===== src/hw/rtl/rahh_ram.sv =====
module rahh_ram #(
  parameter int WIDTH = 8,
  parameter int DEPTH = 16,
  parameter int ADDR_W = (DEPTH > 1) ? $clog2(DEPTH) : 1
) (
  input  logic              clk,
  input  logic              we,
  input  logic [ADDR_W-1:0] waddr,
  input  logic [WIDTH-1:0]  wdata,
  input  logic [ADDR_W-1:0] raddr,
  output logic [WIDTH-1:0]  rdata
);

  logic [WIDTH-1:0] mem [DEPTH];

  always_ff @(posedge clk) begin
    if (we) begin
      mem[waddr] <= wdata;
    end
    rdata <= mem[raddr];
  end

endmodule


===== config.mk =====
export PLATFORM = sky130hd
export DESIGN_NAME = rahh_ram
export DESIGN_NICKNAME = d
export VERILOG_FILES = /design/src/hw/rtl/rahh_ram.sv
export SDC_FILE = /design/constraint.sdc
export NUM_CORES = 1
export LEC_CHECK = 0
export BUFFER_PORTS_ARGS = -buffer_cell sky130_fd_sc_hd__buf_2
export CAP_MARGIN = 20
export CORE_ASPECT_RATIO = 1.1
export CORE_MARGIN = 5
export CORE_UTILIZATION = 57
export DETAILED_ROUTE_END_ITERATION = 6
export GPL_ROUTABILITY_DRIVEN = 0
export PLACE_DENSITY_LB_ADDON = 0.3
export SYNTH_ARGS = -nofsm -noshare
export SYNTH_HDL_FRONTEND = slang
export SYNTH_SLANG_ARGS = --single-unit

===== constraint.sdc =====
create_clock -name clk -period 3.1 [get_ports clk]
set_input_delay 0.465 -clock clk [delete_from_list [all_inputs] [get_ports clk]]
set_output_delay 0.465 -clock clk [all_outputs]
set_load 0.03 [all_outputs]

==> summary.txt, run 1 <==
Clock network
  – CTS Buffer Depth: 2
  – Post-CTS Resized: 0
  – CTS Buf Count: 17
  – Post-CTS Setup Bufs: 0
  – Clk sinks: 136
  – Root buf cell: clkbuf_8
  – H-tree lvl count: 4
  – Cts hold-fix bufs: 0
  – CTS tree: yes
  – Later-pin clock latency in the skew report: 510 ps
  – Clock-pin slew on the worst setup and hold paths: about 60 ps

Route
  – Drt first pass iters: 4
  – Drt total wl: just over 9 mm
  – DR vias: 2,350
  – Routed WL per cell: 23.2 µm
  – # DRC: 0
  – Post-route ant nets: 0
  – DRT iter0 DRCs: 217
  – Via density: 5.93

Worst setup path
  – Worst EP required: 3480 ps
  – Endpoint class of the critical path: register
  – CP Buf/Inv Count: 2
  – Crit-path cells: buf_2 > buf_4 > mux4_1 > a22oi_1 > nand2_1
  – Largest stage delay, worst path: between 500 and 600 ps
  – Crit path launch type: input port
  – CP max FO: 13
  – Delay-heaviest family, CP: buffers and inverters
  – Setup CP Type: in -> reg
  – Arr. time, crit path: 2040 ps
  – Critical path's slowest cell: mux4_1

Placement
  – Placed cells: 364
  – Dpl hpwl: roughly 6.0 mm
  – Count of buffers from port buffering: 25

Yosys
  – Synth Warn #: 0
  – Distinct cells, synth: 19
  – Net Count, Synth: 247
  – Post-Syn Area: just over 5000 µm²
  – Yosys top cell by area: edfxtp_1
  – Post-synth top area share: 74.7%
  – Top area cells in the synthesized netlist: edfxtp_1, mux4_2, mux4_1
  – Post-synthesis area per instance: 22.5 µm²
  – Seq cells post-synth: roughly 140
  – Syn Inst Count: between 200 and 250
  – Register area share after synthesis: 77.8%

Cells and area
  – Diodes inserted: 0
  – Multi-input logic area: 1060 µm²
  – Share of layout cells above drive strength 1: 27.7%
  – Layout area overhead: 15.9%
  – Commonest non-fill, non-tap cell in the layout: edfxtp_1
  – Area occupied by registers: around 4000 µm²
  – # fillers: 558
  – Layout Cells excl Fill: 396
  – Final net count: between 200 and 300
  – Most frequent cells in the layout: edfxtp_1, buf_2, mux4_2, a22oi_1, clkbuf_16

Worst hold path
  – Worst Hold Class: in -> reg

STA
  – Tcrit/Tclk final: 53.5%
  – Final setup fails: 0
  – Rel. slew slack: between 30 and 40%
  – Worst Tran Pin Value: 996 ps
  – Final setup skew: 3.55 ps
  – Slew Viols, Final: 0
  – F_max: 603 MHz
  – RSZ-0062 raised after global routing: no
  – Final hold vios: 0
  – Setup TNS: 0 ps
  – Final worst path period need: 1660 ps

Floorplanning
  – FP Rows: 36
  – Io pins: 26
  – Die W: 101 µm
  – Core area: 8830 µm²
  – Initial core utilization: 58.3%
  – Die area: 11,000 µm²
  – Height of the chip: 110 µm

Global routing
  – First-pass GRT wire length: 14.2 mm
  – Total track usage: between 10% and 20%
  – Vias in the first global route: 2,434
  – Grt ovf: 0
  – Initial antenna violation count: 0
  – Pin count of the biggest net entering global routing: 33

Run status
  – Outcome: finished, final reports clean

Power and ir drop
  – Peak supply drop: just over 500 µV
  – Lkg Pwr: 0.00201 µW
  – Cell Pwr Density: around 710 nW/µm²

Run
  – Max-Cap Viols: 0
==> per-stage QoR <==
stage               power (µW)  hold slack, ps  cell area, µm²  setup slack, ps  util (%)
floorplan                 2230             564            5150             1140         -
global placement          2300             651            5370              944      60.9
detailed placement        2310             659            5370              941      60.9
CTS                       4260             315            5960             1430      67.6
finish                    4230             331            5960             1440      67.6
global route              4370             319            5960             1360      67.6
==> power breakdown <==
| group | internal, µW | total (µW) | switching (µW) |
|---|---|---|---|
| sequential | 2060 | 2070 | 11.9 |
| clock | 1280 | 1960 | 676 |
| combinational | 75.9 | 201 | 125 |
==> area by class of cell <==
cell class / count / share of cell area, %
multi-input combinational: 83 / 17.7
clock inverter: 8 / 2.01
clock buffer: 24 / 7.89
sequential: 136 / 67.1
tap: 114 / 2.39
timing repair buffer: 31 / 2.85
==> synthesized netlist by cell type (all sizes together) <==
master         instances
edfxtp               128
buf                    7
a22oi                 16
dfxtp                  8
clkdlybuf4s25          3
nand3                  1
nor2                  13
and2                   1
nand2b                 2
and2b                  1
nor2b                  1
mux4                  32
nor3                   4
nand3b                 2
nand2                  9
or3b                   1
==> per-layer routing <==
layer	vias up	GRT usage [%]	wire length, µm
li1	1056	-	-
met1	1193	24.7	3850
met2	87	29.5	4650
met3	14	5.58	506
met4	0	7.60	166
met5	-	0	0
==> kinds of logic after synthesis <==
group	count (synthesis)	synth area share, %
flops	136	77.8
simple gates	35	3.18
mux	32	15.0
compound gates	16	2.33
buf+inv	10	1.68
==> final timing paths <==
kind / from / endpoint / slack, ps / cells past startpoint
setup / recovery: raddr[0] / rdata[5] / 1440 / 5
hold / removal: wdata[7] / mem[3][7] / 330 / 1
setup reg to reg: mem[1][5] / rdata[5] / 1730 / 3
hold reg to reg: mem[14][2] / rdata[2] / 670 / 3
==> registers in the layout (all words and copies together) (netlist names) <==
| register | flops |
|---|---|
| rdata | 8 |
| mem | 128 |
Power figures use the tool's default switching activity.
==> run 2: changes to the inputs <==
--- a/config.mk
+++ b/config.mk
@@ -9,7 +9,7 @@
 export CAP_MARGIN = 20
 export CORE_ASPECT_RATIO = 1.1
 export CORE_MARGIN = 5
-export CORE_UTILIZATION = 57
+export CORE_UTILIZATION = 54
 export DETAILED_ROUTE_END_ITERATION = 6
 export GPL_ROUTABILITY_DRIVEN = 0
 export PLACE_DENSITY_LB_ADDON = 0.3
==> constraint.sdc (replaced) <==
create_clock -name clk -period 1.4 [get_ports clk]
set_input_delay 0.21 -clock clk [delete_from_list [all_inputs] [get_ports clk]]
set_output_delay 0.21 -clock clk [all_outputs]
set_load 0.03 [all_outputs]
==> run 2 against run 1 <==
Compared with the run above:
- global-route usage decreased by 1.1 points
- final area rose by 2.9%
- setup slack got worse by 1400 ps
- largest cell class unchanged
- highest routed layer unchanged
==> summary.txt, run 2 (synthesis results as in run 1) <==
Run status
  – Outcome: finished, final reports clean

Global routing
  – Total track usage: 17.6%
  – Pin count of the biggest net entering global routing: 22
  – Initial antenna violation count: 0
  – Grt ovf: 0
  – First-pass GRT wire length: between 10 and 15 mm
  – Vias in the first global route: 2,541

Worst setup path
  – CP Buf/Inv Count: 0
  – Flop-to-flop setup slack: ~76 ps
  – Largest stage delay, worst path: roughly 480 ps
  – Worst EP required: roughly 1800 ps
  – Critical path's slowest cell: mux4_2
  – Crit-path cells: mux4_2 > a22oi_1 > nand2_1
  – FF-to-FF path depth: 3
  – CP max FO: 1
  – Endpoint class of the critical path: register
  – Delay-heaviest family, CP: multiplexers
  – R2r endpoint: rdata[4]
  – Critical R2R Launch: mem[3][4]
  – Setup CP Type: reg -> reg
  – Crit path launch type: register
  – Arr. time, crit path: 1720 ps

STA
  – Final worst path period need: 1320 ps
  – Tcrit/Tclk final: 94.6%
  – Slew Viols, Final: 0
  – Slack of the critical path: 76.1 ps
  – Worst Tran Pin Value: 737 ps
  – F_max: 755 MHz
  – Setup TNS: 0 ps
  – RSZ-0062 raised after global routing: no
  – Rel. slew slack: between 50% and 60%
  – Final hold vios: 0
  – Final setup skew: 3.83 ps
  – Final setup fails: 0

Clock network
  – CTS Buf Count: 17
  – Later-pin clock latency in the skew report: 510 ps
  – Clock-pin slew on the worst setup and hold paths: roughly 60 ps
  – H-tree lvl count: 4
  – Clk sinks: 136
  – CTS tree: yes
  – Cts hold-fix bufs: 0
  – Root buf cell: clkbuf_8
  – CTS Buffer Depth: 2

Route
  – Drt first pass iters: 5
  – M1 WL: 3.81 mm
  – Highest routed layer: met4
  – DR vias: 2,441
  – Post-route ant nets: 0
  – Routed WL per cell: 21.6 µm
  – DRT iter0 DRCs: roughly 120
  – Met3 routed wirelength: 407 µm
  – Drt total wl: 9.03 mm
  – # DRC: 0
  – Via density: 5.85
  – Metal2 WL: about 4.6 mm

Placement
  – Placed cells: 385
  – Post-place setup slack: -210 ps
  – Count of buffers from port buffering: 25
  – Dpl hpwl: 6.05 mm

Cells and area
  – Layout area overhead: 19.3%
  – Layout Cells excl Fill: 417
  – Most frequent cells in the layout: edfxtp_1, buf_2, buf_4, mux4_2, clkbuf_16
  – Commonest non-fill, non-tap cell in the layout: edfxtp_1
  – Largest Register: mem
  – Regs by FF count: mem (128), rdata (8)
  – Share of layout cells above drive strength 1: a little over a third
  – Largest register FFs: 128
  – Final net count: 305
  – Diodes inserted: 0

Worst hold path
  – HP Start: wdata[5]
  – Worst Hold End: mem[7][5]
  – Worst Hold Class: in -> reg
  – Hold Path Depth: 1

Floorplanning
  – Die W: 103 µm
  – FP Rows: 37
  – Die area: ~12,000 µm²
  – Core area: 9350 µm²
  – Initial core utilization: 55.0%
  – Height of the chip: about 110 µm
  – Io pins: 26

Power and ir drop
  – Peak supply drop: 808 µV
  – Cell Pwr Density: between 1000 and 1500 nW/µm²
  – Lkg Pwr: 0.00211 µW

Run
  – Max-Cap Viols: 0
-- run 2: cell count changes in the layout (fill, tap and decap cells not counted), sizes merged --
cell      previous run  this run
clkinv               3         6
bufinv               3         1
clkinvlp             2         5
clkbuf              24        20
buf                 31        49
-- run 2: layer usage --
metal / track usage, % / up-vias
met1: 23.9 / 1276
met5: 0 / -
met3: 4.54 / 18
met4: 7.77 / 0
met2: 27.1 / 54
li1: - / 1093
-- run 2: repair_timing --
item,CTS,global route
setup buffers,0,0
endpoints found under the setup margin,0,1
gates resized for setup,0,1
-- run 2: how the worst max path moves through the flow --
stage                     cells past startpoint   endpoint        from  slack (ps)
after floorplan                               2  mem[3][0]    waddr[2]         -80
after global placement                        6   rdata[1]    raddr[0]        -200
after detailed placement                      6   rdata[1]    raddr[0]        -210
after CTS                                     3   rdata[2]  mem[11][2]          40
after global routing                          3   rdata[4]   mem[3][4]         0.6
final                                         3   rdata[4]   mem[3][4]          80
-- run 2: through the flow --
| stage | hold WS (ps) | total power [µW] | utilization (%) | cell area (µm²) |
|---|---|---|---|---|
| 2_1_floorplan | 309 | 4940 | - | 5160 |
| 3_3_place_gp | 585 | 5140 | 59.6 | 5580 |
| 3_5_place_dp | 607 | 5150 | 59.6 | 5580 |
| 4_1_cts | 53.0 | 9160 | 65.6 | 6130 |
| 5_1_grt | 70.4 | 9410 | 65.7 | 6140 |
| 6_report | 76.3 | 9080 | 65.7 | 6140 |
-- run 2: area by class of cell --
type | instances | area, µm²
Timing Repair Buffer | 49 | 355
Clock inverter | 12 | 101
Fill cell | 621 | 3210
Multi-Input combinational cell | 83 | 1080
Tap cell | 117 | 146
Sequential cell | 136 | 4000
Clock buffer | 20 | 455
-- run 2: power breakdown --
group,switching (µW),internal (µW)
clock network,1540,2470
logic,285,201
registers,23.7,4550
total,1850,7230
==> run 3: changes to the inputs <==
--- a/config.mk
+++ b/config.mk
@@ -9,7 +9,7 @@
 export CAP_MARGIN = 20
 export CORE_ASPECT_RATIO = 1.1
 export CORE_MARGIN = 5
-export CORE_UTILIZATION = 54
+export CORE_UTILIZATION = 57
 export DETAILED_ROUTE_END_ITERATION = 6
 export GPL_ROUTABILITY_DRIVEN = 0
 export PLACE_DENSITY_LB_ADDON = 0.3
==> constraint.sdc (replaced) <==
create_clock -name clk -period 1.3 [get_ports clk]
set_input_delay 0.195 -clock clk [delete_from_list [all_inputs] [get_ports clk]]
set_output_delay 0.195 -clock clk [all_outputs]
set_load 0.03 [all_outputs]
==> run 3 against run 2 <==
Compared with the run above:
- the run now ends with setup timing left
- sequential share of layout area shrank 0.92 points
- non-clock buffer count up 6
- combinational power increased by 17%
- flip-flop and latch count is the same
- critical path depth is the same
- sequential power is 7.9% higher
- largest power group unchanged
==> summary.txt, run 3 (synthesis results as in run 1) <==
Run status
  – Failing checks: setup timing
  – Outcome: finished with violations

STA
  – Tcrit/Tclk final: 101%
  – Final setup skew: roughly 4 ps
  – Final setup fails: 2
  – Final hold vios: 0
  – Worst Tran Pin Value: ~1000 ps
  – Slack of the critical path: -13.6 ps
  – Setup TNS: -23.2 ps
  – Rel. slew slack: between 30% and 40%
  – Slew Viols, Final: 0
  – F_max: 761 MHz
  – Final worst path period need: about 1300 ps
  – RSZ-0062 raised after global routing: yes

Cells and area
  – Final net count: 311
  – Share of layout cells above drive strength 1: between 40% and 50%
  – Largest Register: mem
  – Regs by FF count: mem (128), rdata (8)
  – Most frequent cells in the layout: edfxtp_1, mux4_2, buf_4, buf_2, clkbuf_16
  – Diodes inserted: 0
  – Largest register FFs: approximately 130
  – Commonest non-fill, non-tap cell in the layout: edfxtp_1
  – # fillers: between 500 and 600
  – Layout area overhead: 21.0%

Floorplanning
  – Die W: 101 µm
  – Initial core utilization: 58.3%
  – Height of the chip: 110 µm
  – Io pins: 26
  – Die area: 11,000 µm²
  – Core area: 8830 µm²
  – FP Rows: 36

Global routing
  – Grt ovf: 0
  – Pin count of the biggest net entering global routing: 22
  – First-pass GRT wire length: 15.8 mm
  – Vias in the first global route: 2,659
  – Initial antenna violation count: 0
  – Total track usage: 21.0%

Worst setup path
  – R2r endpoint: rdata[1]
  – Endpoint class of the critical path: register
  – FF-to-FF path depth: 3
  – Setup CP Type: reg -> reg
  – Flop-to-flop setup slack: -10 ps
  – Arr. time, crit path: 1710 ps
  – Crit path launch type: register
  – Critical R2R Launch: mem[0][1]
  – Worst EP required: 1700 ps
  – CP max FO: 1

Route
  – Routed WL per cell: between 20 and 25 µm
  – Highest routed layer: met4
  – M1 WL: 4.20 mm
  – Drt total wl: 10.3 mm
  – Met3 routed wirelength: 754 µm
  – DRT iter0 DRCs: approximately 210
  – DR vias: 2,545
  – Post-route ant nets: 0
  – # DRC: 0
  – Via density: 6.06
  – Drt first pass iters: 4
  – Metal2 WL: 5.26 mm

Clock network
  – CTS Buffer Depth: 2
  – Root buf cell: clkbuf_8
  – Post-CTS Setup Bufs: 0
  – Clock-pin slew on the worst setup and hold paths: 60 ps
  – Clk sinks: 136
  – H-tree lvl count: 4
  – CTS Buf Count: 17
  – Cts hold-fix bufs: 0
  – Later-pin clock latency in the skew report: just over 500 ps
  – CTS tree: yes

Run
  – Max-Cap Viols: 0

Placement
  – Post-place setup slack: -309 ps
  – Count of buffers from port buffering: 25
  – Dpl hpwl: around 6.3 mm

Power and ir drop
  – Pwr Total: 10,100 µW
  – Peak supply drop: 1010 µV
  – Lkg Pwr: approximately 0.0021 µW
  – Cell Pwr Density: 1620 nW/µm²

Worst hold path
  – Hold Path Depth: 1
  – HP Start: wdata[2]
  – Worst Hold Class: in -> reg
  – Worst Hold End: mem[1][2]
-- run 3: cell types whose count changed in the layout (fill, tap and decap cells not counted), moves of 3 or more --
cell        previous run  this run
a22oi_2                1        10
nor2_2                 0         3
a22oi_1               15         6
clkinvlp_4             5         2
buf_4                 20        27
clkbuf_1               0         5
mux4_1                14         3
mux4_2                18        29
clkbuf_8               4         1
nor2_1                13        10
-- run 3: worst max-delay path by stage --
stage,endpoint,slack [ps],cells after the start,startpoint
floorplan,rdata[1],-30,5,raddr[0]
global placement,rdata[1],-310,5,raddr[0]
detailed placement,rdata[1],-310,5,raddr[0]
CTS,rdata[1],-1,3,mem[0][1]
global route,rdata[4],-30,3,mem[3][4]
finish,rdata[1],-10,3,mem[0][1]
-- run 3: final cells by class --
type,count,area [µm²],area share (%)
clock inverter,10,128,2.05
tap,114,143,2.29
timing repair buffer,55,418,6.71
multi-input combinational,83,1100,17.7
clock buffer,22,433,6.95
sequential,136,4000,64.3
-- run 3: power breakdown --
group	switching [µW]	internal [µW]
clock network	1670	2900
logic	335	236
registers	33.4	4900
total	2040	8040
-- run 3: what timing repair did --
item | 4_1_cts | 5_1_grt
setup endpoints to repair | 9 | 8
gates resized for setup | 15 | 8
pin swaps | 3 | 8
-- run 3: worst max-delay path: stages, from the launching register on --
cell and delay [ps]:
edfxtp_1 390, mux4_2 490, a22oi_2 210, nand2_1 100
-- run 3: layer usage --
layer,GRT usage [%],vias to the layer above
met5,0,-
met4,6.35,0
met3,6.47,11
met2,33.4,118
met1,28.2,1326
li1,-,1090
-- run 3: stage by stage --
step | instances | area (µm²) | utilization (%) | hold slack [ps]
after floorplan | 229 | 5190 | - | 294
after global placement | 388 | 5650 | 64.0 | 579
after detailed placement | 388 | 5650 | 64.0 | 587
after CTS | 420 | 6240 | 70.7 | 39.4
after global routing | 420 | 6230 | 70.5 | 50.7
final | 420 | 6230 | 70.5 | 58.8
