===== src/hw/rtl/rahh_pkg.sv =====
package rahh_pkg;

  localparam int TABLE_DEPTH = 64;
  localparam int IDX_W       = (TABLE_DEPTH > 1) ? $clog2(TABLE_DEPTH) : 1;
  localparam int SCAN_W      = IDX_W + 1;

  localparam int ROW_W   = 32;
  localparam int COUNT_W = 32;
  localparam int THR_W   = 16;

  localparam logic [THR_W-1:0]   THR_RESET     = 16'd1000;
  localparam logic [COUNT_W-1:0] COUNT_MAX     = {COUNT_W{1'b1}};
  localparam logic [THR_W-1:0]   BONUS_DIVISOR = 16'd58;

  // The bonus quotient floor(n / 58) is taken as floor((n >> 1) / 29), and the division
  // by 29 as a multiplication by ceil(2^36 / 29) and a shift, exact for any 31-bit value.
  localparam int                 RECIP_W     = 32;
  localparam logic [RECIP_W-1:0] BONUS_RECIP = 32'd2369637129;
  localparam int                 BONUS_SHIFT = 36;
  localparam int                 PROD_W      = COUNT_W - 1 + RECIP_W;

  localparam logic OP_ACCESS       = 1'b0;
  localparam logic OP_WINDOW_RESET = 1'b1;

  typedef struct packed {
    logic [ROW_W-1:0]   row;
    logic [COUNT_W-1:0] count;
  } entry_t;

  localparam int ENTRY_W = $bits(entry_t);

  typedef struct packed {
    logic               start;
    logic [COUNT_W-1:0] dividend;
    logic [THR_W-1:0]   divisor;
  } div_req_t;

  typedef struct packed {
    logic               done;
    logic [THR_W-1:0]   remainder;
  } div_rsp_t;

endpackage


===== src/hw/rtl/rahh_div.sv =====
module rahh_div (
  input  logic                clk,
  input  logic                rst,
  input  rahh_pkg::div_req_t  req,
  output rahh_pkg::div_rsp_t  rsp
);
  import rahh_pkg::*;

  localparam int STEP_W = $clog2(COUNT_W);

  logic               busy;
  logic               done;
  logic [STEP_W-1:0]  step;
  logic [COUNT_W-1:0] quo;
  logic [THR_W-1:0]   rem;
  logic [THR_W-1:0]   divisor;

  logic [THR_W:0]     trial;
  logic               fits;

  // Restoring division, one quotient bit per cycle, most significant first.
  always_comb begin
    trial = {rem, quo[COUNT_W-1]};
    fits  = (trial >= {1'b0, divisor});
  end

  always_ff @(posedge clk) begin
    if (rst) begin
      busy <= 1'b0;
      done <= 1'b0;
      step <= '0;
    end else begin
      done <= 1'b0;
      if (busy) begin
        step <= step + STEP_W'(1);
        if (step == STEP_W'(COUNT_W - 1)) begin
          busy <= 1'b0;
          done <= 1'b1;
        end
      end else if (req.start) begin
        busy <= 1'b1;
        step <= '0;
      end
    end
  end

  always_ff @(posedge clk) begin
    if (busy) begin
      quo <= {quo[COUNT_W-2:0], fits};
      rem <= fits ? THR_W'(trial - {1'b0, divisor}) : trial[THR_W-1:0];
    end else if (req.start) begin
      quo     <= req.dividend;
      rem     <= '0;
      divisor <= req.divisor;
    end
  end

  assign rsp.done      = done;
  assign rsp.remainder = rem;

endmodule


===== config.mk =====
export PLATFORM = sky130hd
export DESIGN_NAME = rahh_div
export DESIGN_NICKNAME = d
export VERILOG_FILES = /design/src/hw/rtl/rahh_pkg.sv /design/src/hw/rtl/rahh_div.sv
export SDC_FILE = /design/constraint.sdc
export NUM_CORES = 1
export LEC_CHECK = 0
export BUFFER_PORTS_ARGS = -buffer_cell sky130_fd_sc_hd__buf_2
export CORE_MARGIN = 3
export CORE_UTILIZATION = 36
export CTS_CLUSTER_SIZE = 20
export DETAILED_ROUTE_END_ITERATION = 7
export PLACE_DENSITY = 0.65
export SYNTH_ARGS = -nofsm -noshare
export SYNTH_HDL_FRONTEND = slang
export SYNTH_SLANG_ARGS = --single-unit

===== constraint.sdc =====
create_clock -name clk -period 4.3 [get_ports clk]
set_input_delay 0.215 -clock clk [delete_from_list [all_inputs] [get_ports clk]]
set_output_delay 0.215 -clock clk [all_outputs]
set_load 0.02 [all_outputs]

==> metrics.sh, run 1 <==
PERIOD_MINUS_SLACK_NS=3.26
CRITPATHMAXSTAGEDELAY_NS=0.96
SYN-MEAN-INSTANCE-AREA_SQ_UM=11.5
CTS_BUFFER_DEPTH=2
VDD_IR_DROP_MAX_uV=212
LAYOUT.CELLS.MOST_COMMON_LIST='67 x sky130_fd_sc_hd__buf_2, 64 x sky130_fd_sc_hd__edfxtp_1, 32 x sky130_fd_sc_hd__mux2_2'
AREA.GROWTH.SYNTH_TO_FINAL_PCT=16.6
DRIVE_GT1_SHARE_PCT=31.1
NUMBER_OF_SINKS_HANDLED_BY_CLOCK_TREE_SYNTHESIS=71
LAYOUT.FILLER_CELLS=1023
ANTENNA_FOUND_INITIAL=0
FINAL_MAX_TRAN_VIOLS=0
POST-ROUTE-PERIOD-UTIL_PCT=75.7
FINAL.HOLD.WORST_SLACK_NS=0.0293
SYNTH.YOSYS.WARNINGS=0
GP_CONGESTION=0.880
SETUP_SLACK_NS=1.04
FP-ROW-COUNT=37
DETAILEDROUTE.FIRSTPASSITERATIONCOUNT=4
CRIT-REG2REG-LAUNCH='rem[5]'
REGTOREGSETUPSLACK_NS=1.04
STATUS='finished clean'
TRITONCTS_CLOCK_TREE='built'
POWER_SWITCHING_SHARE_PCT=30.4
WORST_CLOCK_SKEW_NS=0.00941
TIMING.CRITICAL_PATH.REQUIRED_NS=4.47
WIRE_LENGTH_PER_CELL_AFTER_DETAILED_ROUTING_MICRONS=14.9
CTS_REPAIR_RESIZE_COUNT=0
FINALINSTANCEAREA_SQ_UM=4520
SETUP.WORST_PATH.END='rem[14]'
DRC_ERRORS_LEFT=0
ROUTED_VIA_DENSITY=5.08
P_LEAK_uW=0.00184
FINALHOLDVIOLATIONS=0
YS_SEQ_ELEMENTS=71
WORSTPATHCELLLIST='ha_1, and2_1, and4_1, o31ai_1, a21oi_2, nand2_1, o32ai_1'
SYNTH_TOP_FAMILY_BY_AREA='compound AO/OA/AOI/OAI gates'
SHARE_OF_TOTAL_POWER_IN_SEQUENTIAL_CELLS_PCT=46.0
MULTIINPUTGATEAREA_SQ_UM=1630
PLACED_CELL_AREA_SQ_UM=4320
CTS_BUFFERS=9
SYNTH-MAIN-FF-CELL='sky130_fd_sc_hd__edfxtp_1'
SYNTH_ENABLE_FLOP_CELLS=64
GRT_MAX_DEGREE=51
P_PER_AREA_nW_PER_UM2=425
SYNTH_FP_NETS=406
R2R.WORST_PATH.CELLS=7
TIMING.MAX_CAP.VIOLATIONS=0
SYNTH_COMPOUND_GATE_AREA_SHARE_PCT=12.7
SYNTH_FA_HA_AREA_SHARE_PCT=6.33
SYNTHESIS.AREA_SQ_UM=3870
COMBINATIONALPOWERSHARE_PCT=26.1
SYNTHSIMPLEGATEAREAFRAC_PCT=11.8
FINAL_COMMON_CELL='sky130_fd_sc_hd__buf_2'
MAX_FANOUT_ON_CRITICAL_PATH=26
SETUP.WORST_PATH.START_CLASS='flop'
PLACE_WS_NS=1.09
CTSROOTBUFFERMASTER='sky130_fd_sc_hd__clkbuf_8'
DIE_EXTENT_IN_Y_MICRONS=110
SYNTH_XOR_XNOR_AREA_SHARE_PCT=0.678
HPWL_MICRONS=5670
MAX_FREQ_MHz=307
WL_MICRONS=8060
DIEAREA_SQ_UM=12000
SYNTHDISTINCTLIBCELLS=53
SYNTHESIS.INSTANCES=336
WORSTSETUPSTARTPOINT='rem[5]'
GLOBALROUTEOVERFLOWTOTAL=0
CELL_FAMILY_WITH_THE_LARGEST_SHARE_OF_CRITICAL_PATH_DELAY='compound AO/OA/AOI/OAI gates'
FF_LATCH_AREA_SQ_UM=2060
NET-SWITCHING-POWER_uW=583
WORST_R2R_ENDPOINT='rem[14]'
CRIT_CELLS=7
WORST-SLEW-PIN-TRANSITION_NS=1.21
DIE_WIDTH_MICRONS=110
GRT_SETUP_UNREPAIRED='no'
CORE_REGION_AREA_SQ_UM=10400
PORT_BUFFERS=67
CTS_MAX_LEVEL=3
SETUP_VIOL_COUNT_FINAL=0
PROPORTION_OF_POWER_DRAWN_BY_THE_CLOCK_NETWORK_PCT=28.0
FINALPOWER_uW=1920
SYNTH_SEQUENTIAL_AREA_RATIO_PCT=53.2
MAXSLEWHEADROOM_PCT=19.3
MUXSHAREOFSYNTHAREA_PCT=10.6
HOLDCRITPATHCLASS='input port to flop'
TOTAL_VIA_COUNT_IN_THE_ROUTED_DESIGN=2746
CTS_POST_SETUP_BUFFERS_INSERTED=0
ANTENNA_CELLS=0
ANT_NETS=0
WORST-SETUP-PATH-TYPE='flop to flop'
FIRST_PASS_GRT_WIRE_LENGTH_MICRONS=13500
CRITICAL_PATH.N_BUFFERS_INVERTERS=0
WORST_PATH_MAX_DELAY_CELL='sky130_fd_sc_hd__a21oi_2'
WORST_EP_ARRIVAL_TIME_NS=3.43
SETUP_TNS_NS=0
IOPINCOUNT=68
GRT_PASS1_VIAS=2837
NETS=470
INSERTION_DELAY_NS=0.36
INTERNAL_POWER_uW=1340
INITIALDRTVIOLATIONCOUNT=134
WORST_SETUP_PATH_END_KIND='flop'
SYNTHARSTFLOPSHARE_PCT=0
CTS_HOLD_BUF=0
TRACK_USAGE_PCT=14.5
INITIAL_UTILIZATION_PCT=37.2
PATH_CLK_SLEW_NS=0.08
==> routing by layer <==
metal  global-route usage, %  share of wire [%]
met2                    23.0                 47
met4                    4.90                1.4
met3                    4.93                5.3
met5                       0                  0
met1                    18.6                 46
==> power groups by stage <==
stage / combinational (uW) / clock [uW] / sequential (uW)
after floorplan: 354 / 0 / 909
after global placement: 491 / 0 / 895
after detailed placement: 498 / 0 / 897
after CTS: 501 / 556 / 883
after global routing: 564 / 587 / 892
final: 501 / 536 / 881
==> layout make-up <==
cell class	count	area share, %
Sequential cell	71	45.7
Timing Repair Buffer	67	7.42
Inverter	31	2.58
Tap cell	136	3.77
Multi-Input combinational cell	220	36.2
Clock inverter	5	1.27
Clock buffer	11	3.13
==> stage by stage <==
step	utilization, %	cells
5_1_grt	43.4	541
2_1_floorplan	-	336
6_report	43.4	541
4_1_cts	43.4	541
3_5_place_dp	41.5	525
3_3_place_gp	41.5	525
==> worst min path at each step <==
stage               depth (start not counted)  startpoint           to  slack (ns)
finish                                      1      req[4]   divisor[4]        0.03
global route                                1      req[3]   divisor[3]       0.003
CTS                                         1      req[4]   divisor[4]       0.007
detailed placement                          1     req[11]  divisor[11]        0.39
global placement                            1      req[4]   divisor[4]        0.39
floorplan                                   1         rst      step[2]        0.28
==> Yosys cell counts (all sizes together) (4+ instances only) <==
cell type / count / area [sq um]
dfxtp: 7 / 140
a21oi: 22 / 114
edfxtp: 64 / 1920
inv: 31 / 116
or2: 7 / 43.8
nand3: 8 / 40.0
nor2: 21 / 78.8
or3: 4 / 25.0
mux2i: 5 / 50.1
o21ai: 15 / 75.1
o31ai: 4 / 30.0
mux2: 32 / 360
nor3: 4 / 20.0
clkbuf: 8 / 30.0
ha: 18 / 225
buf: 6 / 35.0
and3: 6 / 37.5
nand2: 15 / 56.3
o21a: 6 / 45.0
and4: 4 / 35.0
==> state kept, by name, summed over array words and instances, names as in the netlist <==
signal / cells
rem: 16
divisor: 16
done: 1
quo: 32
step: 5
busy: 1
==> kinds of logic after synthesis <==
group / Yosys count
muxes: 37
xor gates and xnor gates: 3
and+or+nand+nor: 86
DFF: 71
buffers and inverters: 45
adders and majority gates: 19
AOI/OAI and AO/OA: 75
(Power assumes the default switching activity.)
==> run 2: changes to the inputs <==
- PLACE_DENSITY: 0.65 -> 0.67
- clock period: 4.3 -> 2.8 ns (I/O delays scaled with it)
==> run 2 against run 1 <==
  * Maximum frequency up 28%
  * Sequential cell count unchanged
  * Critical path depth up 1
  * Via count up 2.8%
  * Combinational power up 62%
  * Worst setup slack worse by 0.79 ns
  * First-iteration DRC count down 37%
  * Cell count up 3.7%
  * Global-route usage up 0.12 points
  * Critical endpoint is now rem[8]
==> metrics.sh, run 2 (synthesis gave the netlist of run 1 again) <==
STATUS='finished clean'  # unchanged
VDD_IR_DROP_MAX_uV=408  # was 212 uV
WORST_SETUP_PATH_END_KIND='flop'  # unchanged
SETUP.WORST_PATH.END='rem[8]'  # was rem[14]
WORST_EP_ARRIVAL_TIME_NS=2.74  # was 3.43 ns
WORST_PATH_MAX_DELAY_CELL='sky130_fd_sc_hd__edfxtp_1'  # was sky130_fd_sc_hd__a21oi_2
IOPINCOUNT=68  # unchanged
WIRE_LENGTH_PER_CELL_AFTER_DETAILED_ROUTING_MICRONS=14.7  # was 14.9 microns
SETUP_SLACK_NS=0.254  # was 1.04 ns
LAYOUT.CELLS.MOST_COMMON_LIST='67 x sky130_fd_sc_hd__buf_2, 64 x sky130_fd_sc_hd__edfxtp_1, 32 x sky130_fd_sc_hd__mux2_2'  # unchanged
HOLDCRITPATHCLASS='input port to flop'  # unchanged
INITIALDRTVIOLATIONCOUNT=84  # was 134
DRIVE_GT1_SHARE_PCT=30.4  # was 31.1%
WORST-SLEW-PIN-TRANSITION_NS=1.05  # was 1.21 ns
MAX_FANOUT_ON_CRITICAL_PATH=13  # was 26
WORSTSETUPSTARTPOINT='rem[9]'  # was rem[5]
CRITICAL_PATH.N_BUFFERS_INVERTERS=1  # was 0
TRITONCTS_CLOCK_TREE='built'  # unchanged
NETS=490  # was 470
MAX_FFS_PER_REGISTER=32  # unchanged
SETUP_TNS_NS=0  # unchanged
CTS_BUFFER_DEPTH=2  # unchanged
GP_CONGESTION=0.857  # was 0.880
TOTAL_VIA_COUNT_IN_THE_ROUTED_DESIGN=2822  # was 2746
PERIOD_MINUS_SLACK_NS=2.55  # was 3.26 ns
REGTOREGSETUPSLACK_NS=0.25  # was 1.04 ns
WORSTPATHCELLLIST='ha_1, a21o_1, a31o_1, nor4_2, a21oi_2, buf_4, or2_2, a21oi_1'  # was ha_1, and2_1, and4_1, o31ai_1, a21oi_2, nand2_1, o32ai_1
CTS_MAX_LEVEL=3  # unchanged
MAX_FREQ_MHz=393  # was 307 MHz
PATH_CLK_SLEW_NS=0.08  # about the same
CTS_HOLD_BUF=16  # was 0
INTERNAL_POWER_uW=2020  # was 1340 uW
DIEAREA_SQ_UM=12000  # unchanged
DETAILEDROUTE.FIRSTPASSITERATIONCOUNT=4  # unchanged
FINAL.HOLD.WORST_SLACK_NS=0.0267  # was 0.0293 ns
ANT_NETS=0  # unchanged
LARGEST_REGISTER='quo'  # unchanged
MULTIINPUTGATEAREA_SQ_UM=1630  # about the same
FF_LATCH_AREA_SQ_UM=2060  # unchanged
WORST_CLOCK_SKEW_NS=0.00899  # was 0.00941 ns
DRC_ERRORS_LEFT=0  # unchanged
FIRST_PASS_GRT_WIRE_LENGTH_MICRONS=13500  # about the same
INITIAL_UTILIZATION_PCT=37.2  # unchanged
DIE_WIDTH_MICRONS=110  # unchanged
CTS_POST_SETUP_BUFFERS_INSERTED=0  # unchanged
BIGGEST_REGISTERS_AFTER_LAYOUT='quo: 32 flops, divisor: 16 flops, rem: 16 flops'  # unchanged
FP-ROW-COUNT=37  # unchanged
HPWL_MICRONS=5690  # was 5670 microns
HOLD_DEPTH=2  # was 1
FINALHOLDVIOLATIONS=0  # unchanged
FINAL_COMMON_CELL='sky130_fd_sc_hd__buf_2'  # unchanged
CTS_BUFFERS=9  # unchanged
WL_MICRONS=8240  # was 8060 microns
MAXSLEWHEADROOM_PCT=29.8  # was 19.3%
P_LEAK_uW=0.00193  # was 0.00184 uW
NET-SWITCHING-POWER_uW=915  # was 583 uW
P_PER_AREA_nW_PER_UM2=626  # was 425 nW/um^2
POWER_SWITCHING_SHARE_PCT=31.2  # was 30.4%
WORST-SETUP-PATH-TYPE='flop to flop'  # unchanged
PLACE_WS_NS=0.282  # was 1.09 ns
TIMING.MAX_CAP.VIOLATIONS=0  # unchanged
TIMING.CRITICAL_PATH.REQUIRED_NS=3.00  # was 4.47 ns
CRITPATHMAXSTAGEDELAY_NS=0.41  # was 0.96 ns
SHARE_OF_TOTAL_POWER_IN_SEQUENTIAL_CELLS_PCT=45.5  # was 46.0%
GLOBALROUTEOVERFLOWTOTAL=0  # unchanged
ROUTED_VIA_DENSITY=5.03  # was 5.08
CTSROOTBUFFERMASTER='sky130_fd_sc_hd__clkbuf_8'  # unchanged
CRIT-REG2REG-LAUNCH='rem[9]'  # was rem[5]
CTS_REPAIR_RESIZE_COUNT=0  # unchanged
CRIT_CELLS=8  # was 7
INSERTION_DELAY_NS=0.36  # about the same
GRT_MAX_DEGREE=51  # unchanged
SETUP_VIOL_COUNT_FINAL=0  # unchanged
NUMBER_OF_SINKS_HANDLED_BY_CLOCK_TREE_SYNTHESIS=71  # unchanged
WORST_R2R_ENDPOINT='rem[8]'  # was rem[14]
GRT_PASS1_VIAS=2850  # was 2837
LAYOUT.FILLER_CELLS=992  # was 1023
COMBINATIONALPOWERSHARE_PCT=27.7  # was 26.1%
POST-ROUTE-PERIOD-UTIL_PCT=90.9  # was 75.7%
PORT_BUFFERS=67  # unchanged
GRT_SETUP_UNREPAIRED='no'  # unchanged
PROPORTION_OF_POWER_DRAWN_BY_THE_CLOCK_NETWORK_PCT=26.8  # was 28.0%
TRACK_USAGE_PCT=14.6  # was 14.5%
SETUP.WORST_PATH.START_CLASS='flop'  # unchanged
CORE_REGION_AREA_SQ_UM=10400  # unchanged
CELL_FAMILY_WITH_THE_LARGEST_SHARE_OF_CRITICAL_PATH_DELAY='compound AO/OA/AOI/OAI gates'  # unchanged
FINAL_MAX_TRAN_VIOLS=0  # unchanged
ANTENNA_FOUND_INITIAL=0  # unchanged
AREA.GROWTH.SYNTH_TO_FINAL_PCT=21.1  # was 16.6%
R2R.WORST_PATH.CELLS=8  # was 7
DIE_EXTENT_IN_Y_MICRONS=110  # unchanged
ANTENNA_CELLS=0  # unchanged
==> run 2: cell count changes in the layout (fill, tap and decap cells not counted), sizes merged <==
cell and change:
inv +1, clkinv -1, buf +4, clkbuf +1, dlygate4sd3 +16, bufinv -1
==> run 2: worst min path at each step <==
stage	startpoint	endpoint	slack [ns]
5_1_grt	rst	busy	0.04
2_1_floorplan	rst	step[2]	0.21
4_1_cts	rst	busy	0.001
3_3_place_gp	req[0]	divisor[0]	0.32
3_5_place_dp	req[7]	divisor[7]	0.32
6_report	rst	busy	0.03
==> run 2: metrics by stage <==
step | utilization [%] | cells | power [uW] | area, sq um
floorplan | - | 336 | 1940 | 3870
global placement | 41.7 | 529 | 2150 | 4350
detailed placement | 41.7 | 529 | 2150 | 4350
CTS | 45.0 | 561 | 2970 | 4690
global route | 45.0 | 561 | 3110 | 4690
finish | 45.0 | 561 | 2940 | 4690
==> run 2: final cells by class <==
| type | instances | area share (%) |
|---|---|---|
| flip-flops and latches | 71 | 44.0 |
| multi-input cells | 220 | 34.8 |
| repair buffers | 87 | 11.2 |
| well taps | 136 | 3.63 |
| clock buffers | 12 | 3.33 |
| inverters | 31 | 2.48 |
| clock inverters | 4 | 0.613 |
==> run 2: power by group through the flow <==
stage | registers [uW] | clock network, uW | logic, uW
floorplan | 1400 | 0 | 544
global placement | 1360 | 0 | 787
detailed placement | 1360 | 0 | 792
CTS | 1340 | 819 | 816
global route | 1350 | 854 | 908
finish | 1340 | 786 | 813
==> run 2: metal layers <==
layer / global-route usage (%) / wire length [microns] / part of all wire [%]
met3: 5.40 / 603 / 7.3
met1: 18.3 / 3700 / 45
met5: 0 / 0 / 0
met4: 4.90 / 125 / 1.5
met2: 23.5 / 3810 / 46
